==> src/rtl/satq_pkg.sv <==
package satq_pkg;

   // Queue geometry
   localparam int QUEUE_DEPTH = 16;
   localparam int COUNT_W     = $clog2(QUEUE_DEPTH + 1);

   // Reset value of the idle poll register
   localparam logic [7:0] IDLE_POLL_RESET = 8'd3;

   // Input command codes
   localparam logic CMD_TICK = 1'b0;
   localparam logic CMD_ADD  = 1'b1;

   // Result kinds
   localparam logic [1:0] KIND_ACCEPT = 2'd0;
   localparam logic [1:0] KIND_REJECT = 2'd1;
   localparam logic [1:0] KIND_FIRED  = 2'd2;

   typedef struct packed {
      logic [31:0] expiry;
      logic [15:0] secs;
      logic [7:0]  tag;
   } satq_entry_type;

   // Commands from the controller to the datapath
   typedef struct packed {
      logic req_ready;
      logic capture;
      logic do_add;
      logic tick_advance;
      logic fire;
      logic load_head;
      logic load_countdown;
   } satq_ctl_type;

   // Status from the datapath to the controller
   typedef struct packed {
      logic out_free;
      logic cd_nonzero;
      logic cd_one;
      logic wait_valid;
      logic wait_due;
      logic count_nonzero;
   } satq_sts_type;

   // True when a - b >= 0 as a signed 32-bit difference.
   function automatic logic not_before(input logic [31:0] a, input logic [31:0] b);
      logic [31:0] diff;
      diff = a - b;
      return ~diff[31];
   endfunction

endpackage

==> src/rtl/satq_req_if.sv <==
interface satq_req_if;
   logic        valid;
   logic        ready;
   logic        cmd;
   logic [15:0] delay_seconds;
   logic [7:0]  alarm_id;

   modport source (output valid, output cmd, output delay_seconds, output alarm_id,
                   input ready);
   modport sink   (input valid, input cmd, input delay_seconds, input alarm_id,
                   output ready);
endinterface

==> src/rtl/satq_rsp_if.sv <==
interface satq_rsp_if;
   logic        valid;
   logic        ready;
   logic [1:0]  kind;
   logic [7:0]  alarm_id_out;
   logic [15:0] seconds_out;
   logic        last;

   modport source (output valid, output kind, output alarm_id_out, output seconds_out,
                   output last, input ready);
   modport sink   (input valid, input kind, input alarm_id_out, input seconds_out,
                   input last, output ready);
endinterface

==> src/rtl/satq_ctrl.sv <==
module satq_ctrl
   import satq_pkg::*;
(
   input  logic         clock,
   input  logic         reset,
   input  logic         req_valid,
   input  logic         req_cmd,
   input  satq_sts_type sts,
   output satq_ctl_type ctl
);

   typedef enum logic [3:0] {
      ST_IDLE = 4'b0001,
      ST_ADD  = 4'b0010,
      ST_TICK = 4'b0100,
      ST_STEP = 4'b1000
   } state_type;

   state_type state_ff, state_in;

   always_comb begin
      state_in = state_ff;
      ctl      = '0;
      unique case (state_ff)
         ST_IDLE: begin
            ctl.req_ready = 1'b1;
            if (req_valid) begin
               ctl.capture = 1'b1;
               state_in    = (req_cmd == CMD_ADD) ? ST_ADD : ST_TICK;
            end
         end
         ST_ADD: begin
            if (sts.out_free) begin
               ctl.do_add = 1'b1;
               state_in   = ST_IDLE;
            end
         end
         ST_TICK: begin
            ctl.tick_advance = 1'b1;
            // A countdown that is still running after this tick ends the tick.
            state_in = (sts.cd_nonzero && !sts.cd_one) ? ST_IDLE : ST_STEP;
         end
         ST_STEP: begin
            priority if (sts.wait_valid) begin
               if (!sts.wait_due) begin
                  state_in = ST_IDLE;
               end else if (sts.out_free) begin
                  ctl.fire = 1'b1;
               end
            end else if (sts.count_nonzero) begin
               ctl.load_head = 1'b1;
            end else begin
               ctl.load_countdown = 1'b1;
               state_in           = ST_IDLE;
            end
         end
         default: state_in = ST_IDLE;
      endcase
   end

   always_ff @(posedge clock) begin
      if (reset) begin
         state_ff <= ST_IDLE;
      end else begin
         state_ff <= state_in;
      end
   end

endmodule

==> src/rtl/satq_dp.sv <==
module satq_dp
   import satq_pkg::*;
(
   input  logic         clock,
   input  logic         reset,
   input  satq_ctl_type ctl,
   output satq_sts_type sts,
   input  logic [15:0]  req_delay_seconds,
   input  logic [7:0]   req_alarm_id,
   input  logic         csr_write_enable,
   input  logic [7:0]   csr_write_data,
   output logic         rsp_valid,
   input  logic         rsp_ready,
   output logic [1:0]   rsp_kind,
   output logic [7:0]   rsp_alarm_id_out,
   output logic [15:0]  rsp_seconds_out,
   output logic         rsp_last
);

   logic [7:0]         poll_ff, poll_in;
   logic [31:0]        time_ff, time_in;
   logic [7:0]         cd_ff, cd_in;
   logic [COUNT_W-1:0] count_ff, count_in;
   satq_entry_type     queue_ff [QUEUE_DEPTH];
   satq_entry_type     queue_in [QUEUE_DEPTH];
   satq_entry_type     wait_ff, wait_in;
   logic               wvalid_ff, wvalid_in;
   satq_entry_type     new_ff, new_in;
   logic               ovalid_ff, ovalid_in;
   logic [1:0]         okind_ff, okind_in;
   logic [7:0]         otag_ff, otag_in;
   logic [15:0]        osecs_ff, osecs_in;
   logic               olast_ff, olast_in;

   logic                   full;
   logic                   head_due;
   logic [QUEUE_DEPTH-1:0] insert_here;
   logic [QUEUE_DEPTH-1:0] shift_here;

   assign full     = (count_ff == COUNT_W'(QUEUE_DEPTH));
   assign head_due = not_before(time_ff, queue_ff[0].expiry);

   assign sts.out_free      = !ovalid_ff || rsp_ready;
   assign sts.cd_nonzero    = (cd_ff != 8'd0);
   assign sts.cd_one        = (cd_ff == 8'd1);
   assign sts.wait_valid    = wvalid_ff;
   assign sts.wait_due      = not_before(time_ff, wait_ff.expiry);
   assign sts.count_nonzero = (count_ff != '0);

   // Each cell compares itself with the new alarm; the first hit takes it and
   // every occupied cell behind it moves back one place.
   always_comb begin
      logic seen;
      logic below;
      logic hit;
      seen = 1'b0;
      for (int i = 0; i < QUEUE_DEPTH; i++) begin
         below          = (COUNT_W'(i) < count_ff);
         hit            = below && not_before(queue_ff[i].expiry, new_ff.expiry);
         insert_here[i] = !seen && (hit || (COUNT_W'(i) == count_ff));
         shift_here[i]  = seen && (COUNT_W'(i) <= count_ff);
         seen           = seen || hit;
      end
   end

   always_comb begin
      poll_in   = csr_write_enable ? csr_write_data : poll_ff;
      time_in   = time_ff;
      cd_in     = cd_ff;
      count_in  = count_ff;
      queue_in  = queue_ff;
      wait_in   = wait_ff;
      wvalid_in = wvalid_ff;
      new_in    = new_ff;
      ovalid_in = ovalid_ff && !rsp_ready;
      okind_in  = okind_ff;
      otag_in   = otag_ff;
      osecs_in  = osecs_ff;
      olast_in  = olast_ff;

      if (ctl.capture) begin
         new_in.expiry = time_ff + {16'd0, req_delay_seconds};
         new_in.secs   = req_delay_seconds;
         new_in.tag    = req_alarm_id;
      end

      if (ctl.do_add) begin
         ovalid_in = 1'b1;
         okind_in  = full ? KIND_REJECT : KIND_ACCEPT;
         otag_in   = new_ff.tag;
         osecs_in  = new_ff.secs;
         olast_in  = 1'b1;
         if (!full) begin
            count_in = count_ff + COUNT_W'(1);
            for (int i = 0; i < QUEUE_DEPTH; i++) begin
               if (insert_here[i]) begin
                  queue_in[i] = new_ff;
               end else if (shift_here[i]) begin
                  queue_in[i] = queue_ff[(i == 0) ? 0 : i - 1];
               end
            end
         end
      end

      if (ctl.tick_advance) begin
         time_in = time_ff + 32'd1;
         if (cd_ff != 8'd0) begin
            cd_in = cd_ff - 8'd1;
         end
      end

      if (ctl.fire) begin
         wvalid_in = 1'b0;
         ovalid_in = 1'b1;
         okind_in  = KIND_FIRED;
         otag_in   = wait_ff.tag;
         osecs_in  = wait_ff.secs;
         // Another fire follows only when the next head is already due.
         olast_in  = !(sts.count_nonzero && head_due);
      end

      if (ctl.load_head) begin
         wait_in   = queue_ff[0];
         wvalid_in = 1'b1;
         count_in  = count_ff - COUNT_W'(1);
         for (int i = 0; i < QUEUE_DEPTH - 1; i++) begin
            queue_in[i] = queue_ff[i + 1];
         end
      end

      if (ctl.load_countdown) begin
         cd_in = poll_ff;
      end
   end

   always_ff @(posedge clock) begin
      if (reset) begin
         poll_ff   <= IDLE_POLL_RESET;
         time_ff   <= 32'd0;
         cd_ff     <= 8'd0;
         count_ff  <= '0;
         wvalid_ff <= 1'b0;
         ovalid_ff <= 1'b0;
      end else begin
         poll_ff   <= poll_in;
         time_ff   <= time_in;
         cd_ff     <= cd_in;
         count_ff  <= count_in;
         wvalid_ff <= wvalid_in;
         ovalid_ff <= ovalid_in;
      end
   end

   always_ff @(posedge clock) begin
      queue_ff <= queue_in;
      wait_ff  <= wait_in;
      new_ff   <= new_in;
      okind_ff <= okind_in;
      otag_ff  <= otag_in;
      osecs_ff <= osecs_in;
      olast_ff <= olast_in;
   end

   assign rsp_valid        = ovalid_ff;
   assign rsp_kind         = okind_ff;
   assign rsp_alarm_id_out = otag_ff;
   assign rsp_seconds_out  = osecs_ff;
   assign rsp_last         = olast_ff;

   a_count_bound: assert property (@(posedge clock) disable iff (reset)
      count_ff <= COUNT_W'(QUEUE_DEPTH))
      else $error("queue count beyond depth");

   a_fire_needs_wait: assert property (@(posedge clock) disable iff (reset)
      ctl.fire |-> (wvalid_ff && sts.out_free))
      else $error("fire without a waiting alarm or a free output");

   a_head_needs_empty_slot: assert property (@(posedge clock) disable iff (reset)
      ctl.load_head |-> (!wvalid_ff && count_ff != '0))
      else $error("head taken into an occupied slot or from an empty queue");

   a_add_grows: assert property (@(posedge clock) disable iff (reset)
      (ctl.do_add && !full) |=> (count_ff == $past(count_ff) + COUNT_W'(1)))
      else $error("accepted add did not grow the queue");

endmodule

==> src/rtl/sorted_alarm_timer_queue_top.sv <==
// Channel  Direction  Payload                                      Transfer when
// req      in         cmd, delay_seconds, alarm_id                 req.valid && req.ready
// rsp      out        kind, alarm_id_out, seconds_out, last        rsp.valid && rsp.ready
// csr      in         csr_write_data (idle_poll_ticks)             csr_write_enable
//
// An add: the transfer cycle captures it, then the ADD state does the sorted insert into
// the cell row once the result register is free. A tick ends after the TICK state while
// the idle countdown still runs; else STEP takes heads into the waiting slot and fires.
// Items are handled one at a time: req.ready is high only while the sequencer is idle.
// A held result stalls only the next add or fire; the result register frees as it is taken.
// Reset is synchronous and active high; the queue cells themselves are not cleared.

module sorted_alarm_timer_queue_top
   import satq_pkg::*;
(
   input  logic       clock,
   input  logic       reset,
   satq_req_if.sink   req,
   satq_rsp_if.source rsp,
   input  logic       csr_write_enable,
   input  logic [7:0] csr_write_data
);

   satq_ctl_type ctl;
   satq_sts_type sts;

   // The sequencer decides, step by step, whether to insert, advance time,
   // fire the waiting alarm, refill the slot from the queue head or restart
   // the idle poll countdown.
   satq_ctrl u_ctrl (
      .clock     (clock),
      .reset     (reset),
      .req_valid (req.valid),
      .req_cmd   (req.cmd),
      .sts       (sts),
      .ctl       (ctl)
   );

   assign req.ready = ctl.req_ready;

   // The datapath holds time, the sorted cell row, the waiting slot and the
   // result register that decouples the two sides.
   satq_dp u_dp (
      .clock             (clock),
      .reset             (reset),
      .ctl               (ctl),
      .sts               (sts),
      .req_delay_seconds (req.delay_seconds),
      .req_alarm_id      (req.alarm_id),
      .csr_write_enable  (csr_write_enable),
      .csr_write_data    (csr_write_data),
      .rsp_valid         (rsp.valid),
      .rsp_ready         (rsp.ready),
      .rsp_kind          (rsp.kind),
      .rsp_alarm_id_out  (rsp.alarm_id_out),
      .rsp_seconds_out   (rsp.seconds_out),
      .rsp_last          (rsp.last)
   );

endmodule
==> src/flat_wrapper.sv <==
// flat-port wrapper written by rule: the top's interface ports become plain ports
module sorted_alarm_timer_queue_top_flat import satq_pkg::*;
  (clock, reset, csr_write_enable, csr_write_data, req_valid, req_cmd, req_delay_seconds, req_alarm_id, req_ready, rsp_valid, rsp_kind, rsp_alarm_id_out, rsp_seconds_out, rsp_last, rsp_ready);
  satq_req_if req_i ();
  satq_rsp_if rsp_i ();
  input  logic clock;
  input  logic reset;
  input  logic csr_write_enable;
  input  logic [7:0] csr_write_data;
  input wire logic [$bits(req_i.valid)-1:0] req_valid;
  input wire logic [$bits(req_i.cmd)-1:0] req_cmd;
  input wire logic [$bits(req_i.delay_seconds)-1:0] req_delay_seconds;
  input wire logic [$bits(req_i.alarm_id)-1:0] req_alarm_id;
  output wire logic [$bits(req_i.ready)-1:0] req_ready;
  output wire logic [$bits(rsp_i.valid)-1:0] rsp_valid;
  output wire logic [$bits(rsp_i.kind)-1:0] rsp_kind;
  output wire logic [$bits(rsp_i.alarm_id_out)-1:0] rsp_alarm_id_out;
  output wire logic [$bits(rsp_i.seconds_out)-1:0] rsp_seconds_out;
  output wire logic [$bits(rsp_i.last)-1:0] rsp_last;
  input wire logic [$bits(rsp_i.ready)-1:0] rsp_ready;
  assign req_i.valid = req_valid;
  assign req_i.cmd = req_cmd;
  assign req_i.delay_seconds = req_delay_seconds;
  assign req_i.alarm_id = req_alarm_id;
  assign req_ready = req_i.ready;
  assign rsp_valid = rsp_i.valid;
  assign rsp_kind = rsp_i.kind;
  assign rsp_alarm_id_out = rsp_i.alarm_id_out;
  assign rsp_seconds_out = rsp_i.seconds_out;
  assign rsp_last = rsp_i.last;
  assign rsp_i.ready = rsp_ready;
  sorted_alarm_timer_queue_top u_core (.clock(clock), .reset(reset), .req(req_i), .rsp(rsp_i), .csr_write_enable(csr_write_enable), .csr_write_data(csr_write_data));
endmodule
==> config.mk <==
export PLATFORM = sky130hd
export DESIGN_NAME = sorted_alarm_timer_queue_top_flat
export DESIGN_NICKNAME = d
export VERILOG_FILES = /design/src/rtl/satq_pkg.sv /design/src/rtl/satq_req_if.sv /design/src/rtl/satq_rsp_if.sv /design/src/rtl/satq_ctrl.sv /design/src/rtl/satq_dp.sv /design/src/rtl/sorted_alarm_timer_queue_top.sv /design/src/flat_wrapper.sv
export SDC_FILE = /design/constraint.sdc
export NUM_CORES = 2
export LEC_CHECK = 0
export ABC_AREA = 1
export BUFFER_PORTS_ARGS = -buffer_cell sky130_fd_sc_hd__buf_2
export CORE_MARGIN = 5
export CORE_UTILIZATION = 40
export DETAILED_ROUTE_END_ITERATION = 8
export GPL_TIMING_DRIVEN = 0
export PLACE_DENSITY_LB_ADDON = 0.1
export SLEW_MARGIN = 20
export SYNTH_ARGS = -nofsm -noshare
export SYNTH_HDL_FRONTEND = slang
export SYNTH_HIERARCHICAL = 1
export SYNTH_SLANG_ARGS = --single-unit
==> constraint.sdc <==
create_clock -name clock -period 7.2 [get_ports clock]
set_input_delay 0.72 -clock clock [delete_from_list [all_inputs] [get_ports clock]]
set_output_delay 0.72 -clock clock [all_outputs]
set_load 0.02 [all_outputs]
==> summary.md <==
| Metric | Value |
|---|---|
| Ys flop type | `edfxtp_1` |
| Worst-Margin Slew | `1.21 ns` |
| CTS resizes | `0` |
| FFs w/ async S/R, synth | `0%` |
| GR met3 Demand/Resource | `3.36%` |
| R2R cell count | `22` |
| Number of hold buffers added after cts | `0` |
| Syn-to-layout area delta | `12.1%` |
| Final count of negative-setup-slack endpoints | `0` |
| Post-synthesis sequential area ratio | `roughly 49%` |
| Number of port buffers | `65` |
| Pwr per Cell Area | `roughly 220 mW/mm^2` |
| Synth cell types | `51` |
| Post-layout nets | `8,329` |
| Total grt overflow | `0` |
| Min-delay src | `req_alarm_id[5]` |
| Fillers | `approximately 17,000` |
| Yosys warns | `6` |
| Tmin final | `6.33 ns` |
| Max-cap violation count | `0` |
| Layout cells sized above 1 | `under 10%` |
| Status | `completed` |
| Hold Path Sink | `u_core/u_dp/new_ff[5]` |
| Flop2flop setup slack | `between 0.8 and 0.9 ns` |
| FP Rows | `about 150` |
| Die Y | `417 um` |
| Unrepaired setup endpoints after global routing | `no` |
| Max FO, Critical Path | `37` |
| Worst path top cell family by delay | `simple AND/OR/NAND/NOR gates` |
| Area of the multi-input gates | `between 0.02 and 0.03 sq mm` |
| Boundary Pins | `67` |
| TritonCTS clock tree | `built` |
| Htree depth | `4` |
| RR Endpoint | `u_core/u_dp/queue_ff[121]` |
| CP Data Required Time | `7.65 ns` |
| Final period util | `88.0%` |
| Cell taking the most area after synthesis | `edfxtp_1` |
| CP peak stage delay | `~0.8 ns` |
| Post-DP HPWL | `199,000 um` |
| WP buf/inv | `5` |
| GP Congestion | `slightly above 0.9` |
| Die area | `approximately 0.17 sq mm` |
| Cell Chain, Critical Path | `inv_1, ha_1, a21oi_1, a21oi_1, o21ai_0, nand2_1, nand3_1, nand3b_1, nand2_1, nor2_1, nor2_2, nand4_1, nor2_2, nand4_1, nor2_2, nand2_1, buf_2, buf_4, nand3_1, nand2_1, inv_4, buf_16` |
| EDFF count, synth | `just over 1,000` |
| Routed len/inst | `between 20 and 25 um` |
| Starting DRT DRC Count | `around 5,400` |
| Synth area leaders | `edfxtp_1 47%, ha_1 11%, nand2_1 9.6%` |
| CTS buffer count | `135` |
| Worst slack, placed | `1.10 ns` |
| DR vias/cell | `approximately 5.7` |
| Worst Skew | `0.0273 ns` |
| Setup ws final | `about 0.87 ns` |
| Critical Path AT | `just under 7 ns` |
| Overall Global Routing Usage | `between 20% and 30%` |
| GRT met2 Usage | `about 46%` |
| Initial Utilization | `between 40% and 50%` |
| Hold Crit Class | `input port to flop` |
| Post-Syn Instances | `between 7,000 and 8,000` |
| Vias | `about 57,000` |
| Setup TNS Final | `0 ns` |
| TritonCTS Sinks | `around 1,100` |
| Worst R2R Start | `u_core/u_dp/new_ff[26]` |
| Leak Pwr | `between 0.02 and 0.03 uW` |
| Placeable core area | `0.165 sq mm` |
| Remaining DRCs | `0` |
| Die W | `~420 um` |
| Setup Crit Path Kind | `flop to flop` |
| Mapped Nets | `8,103` |
| CP startpoint kind | `flop` |
| Slew Limit Fails | `0` |
| GR Util met1 | `between 30% and 40%` |
| Final hold vios | `0` |
| Crit end category | `flop` |
| Vias in the first global route | `around 57,000` |
| CTS max path bufs | `3` |
| WHS | `0.111 ns` |
| Reg clk slew, reported paths | `0.06 ns` |
| Grt peak-use layer | `met2` |
| Setup bufs post-CTS | `0` |
| Clock Latency Late Sink | `0.78 ns` |
| Initial antenna violation count | `12` |
| Final WL | `250,000 um` |
| #FFs+latches synth | `~1,100` |
| Slowest CP cell | `inv_1` |
| Critical path's most frequent cell | `nand2_1` |
| Final ANT Viol Nets | `0` |
| Avg Inst Size Synth | `slightly below 9 sq um` |
| Max Clock Freq | `roughly 0.16 GHz` |
| Core Util, Final | `a little under half` |
| 1st-pass router iterations | `6` |
| Post-synth top area share | `46.8%` |
| Root Buffer | `clkbuf_16` |
| Pin count of the biggest net entering global routing | `57` |
| First-pass GRT wire length | `around 360,000 um` |
| VDD IR max | `roughly 0.00024 V` |
| Hold Path Cell Cnt | `1` |
| Storage cell area | `between 0.03 and 0.04 sq mm` |
| Post-Syn Area | `0.0663 sq mm` |
| Max-slew headroom at the worst pin | `around a fifth` |
metrics by stage:
| stage | instances | cell area, sq um | power, uW |
|---|---|---|---|
| floorplan | 7500 | 66300 | 8790 |
| global placement | 9754 | 69300 | 9780 |
| detailed placement | 9778 | 70000 | 9850 |
| CTS | 10000 | 74300 | 16500 |
| global route | 10000 | 74300 | 17100 |
| finish | 10000 | 74300 | 16500 |
where the power goes:
| part | internal, uW | switching (uW) |
|---|---|---|
| Clock | 3730 | 2970 |
| Sequential | 7080 | 126 |
| Combinational | 679 | 1870 |
| Total | 11500 | 4960 |
worst max path at each step:
stage,slack [ns],cells after the start,endpoint,start
3_3_place_gp,-4.50,13,u_core/u_dp/queue_ff[792],u_core/u_dp/count_ff[0]
3_5_place_dp,1.10,21,u_core/u_dp/queue_ff[119],u_core/u_dp/new_ff[42]
2_1_floorplan,0.51,13,u_core/u_dp/queue_ff[784],u_core/u_dp/count_ff[0]
4_1_cts,1.08,23,u_core/u_dp/queue_ff[128],u_core/u_dp/new_ff[54]
5_1_grt,0.69,23,u_core/u_dp/queue_ff[125],u_core/u_dp/new_ff[54]
6_report,0.87,22,u_core/u_dp/queue_ff[121],u_core/u_dp/new_ff[26]
flip-flops by register name, summed over array words and instances (netlist names):
name                          flops
u_core/u_dp/wvalid_ff             1
u_core/u_ctrl/state_ff            4
u_core/u_dp/rsp_seconds_out      16
u_core/u_dp/rsp_valid             1
u_core/u_dp/poll_ff               8
u_core/u_dp/queue_ff            896
u_core/u_dp/cd_ff                 8
u_core/u_dp/rsp_alarm_id_out      8
u_core/u_dp/wait_ff              56
u_core/u_dp/new_ff               56
u_core/u_dp/time_ff              32
u_core/u_dp/count_ff              5
u_core/u_dp/rsp_last              1
u_core/u_dp/rsp_kind              2
layout make-up:
class	count	area share [%]
antenna	8	0.0269
multi-input combinational	5333	40.2
tap	2189	3.69
timing repair buffer	89	1.25
clock inverter	65	0.893
inverter	598	3.06
clock buffer	178	4.82
buffer	475	2.63
sequential	1094	43.4
cell usage in the layout (no fill, tap or decap), types with 16 or more instances in the layout:
cell and instances:
ha_1 564, inv_1 571, o211ai_1 80, a22o_1 110, a21oi_1 482, nor2_1 502, clkinv_2 17, buf_1 20
o21ai_1 31, edfxtp_1 1033, clkinv_1 32, nand4_1 122, nor4_1 20, o22ai_1 228, clkbuf_16 135, buf_16 16
nand2_1 1701, buf_2 100, nor3_1 40, clkbuf_1 429, nand3_1 265, xor2_1 45, o21ai_0 1002, dfxtp_1 61
worst register-to-register path, delay by kind of cell, from the launching register on:
family,cells,cell delay [ns]
flops,1,0.51
simple gates,13,2.58
compound gates,3,0.53
fa+ha+maj,1,0.42
buf+inv,5,1.91
synthesized netlist by cell type (all sizes together), types with 110 or more instances:
| cell | number |
|---|---|
| edfxtp | 1033 |
| nand2 | 1707 |
| ha | 564 |
| nand4 | 124 |
| o22ai | 228 |
| a22o | 110 |
| nor2 | 518 |
| a21oi | 484 |
| inv | 593 |
| o21ai | 1033 |
| nand3 | 270 |
| clkbuf | 398 |
kinds of logic (layout without fill, tap and decap cells):
kind of cell | count (synthesis) | count (layout) | share of synthesized area [%]
fa+ha+maj | 565 | 565 | 10.7
compound gates | 2020 | 2020 | 17.0
other cells | 0 | 8 | 0
flops | 1094 | 1094 | 48.7
xor+xnor | 57 | 57 | 0.753
buf+inv | 1073 | 1405 | 6.32
simple gates | 2691 | 2691 | 16.6
layer usage:
layer / up-vias / part of all wire (%) / wire (um)
met5: - / 0.011 / 27
met4: 4 / 3.5 / 8720
met3: 379 / 5.9 / 14700
met2: 1868 / 46 / 116000
met1: 28300 / 44 / 111000
li1: 26900 / - / -
(Power assumes the default switching activity.)
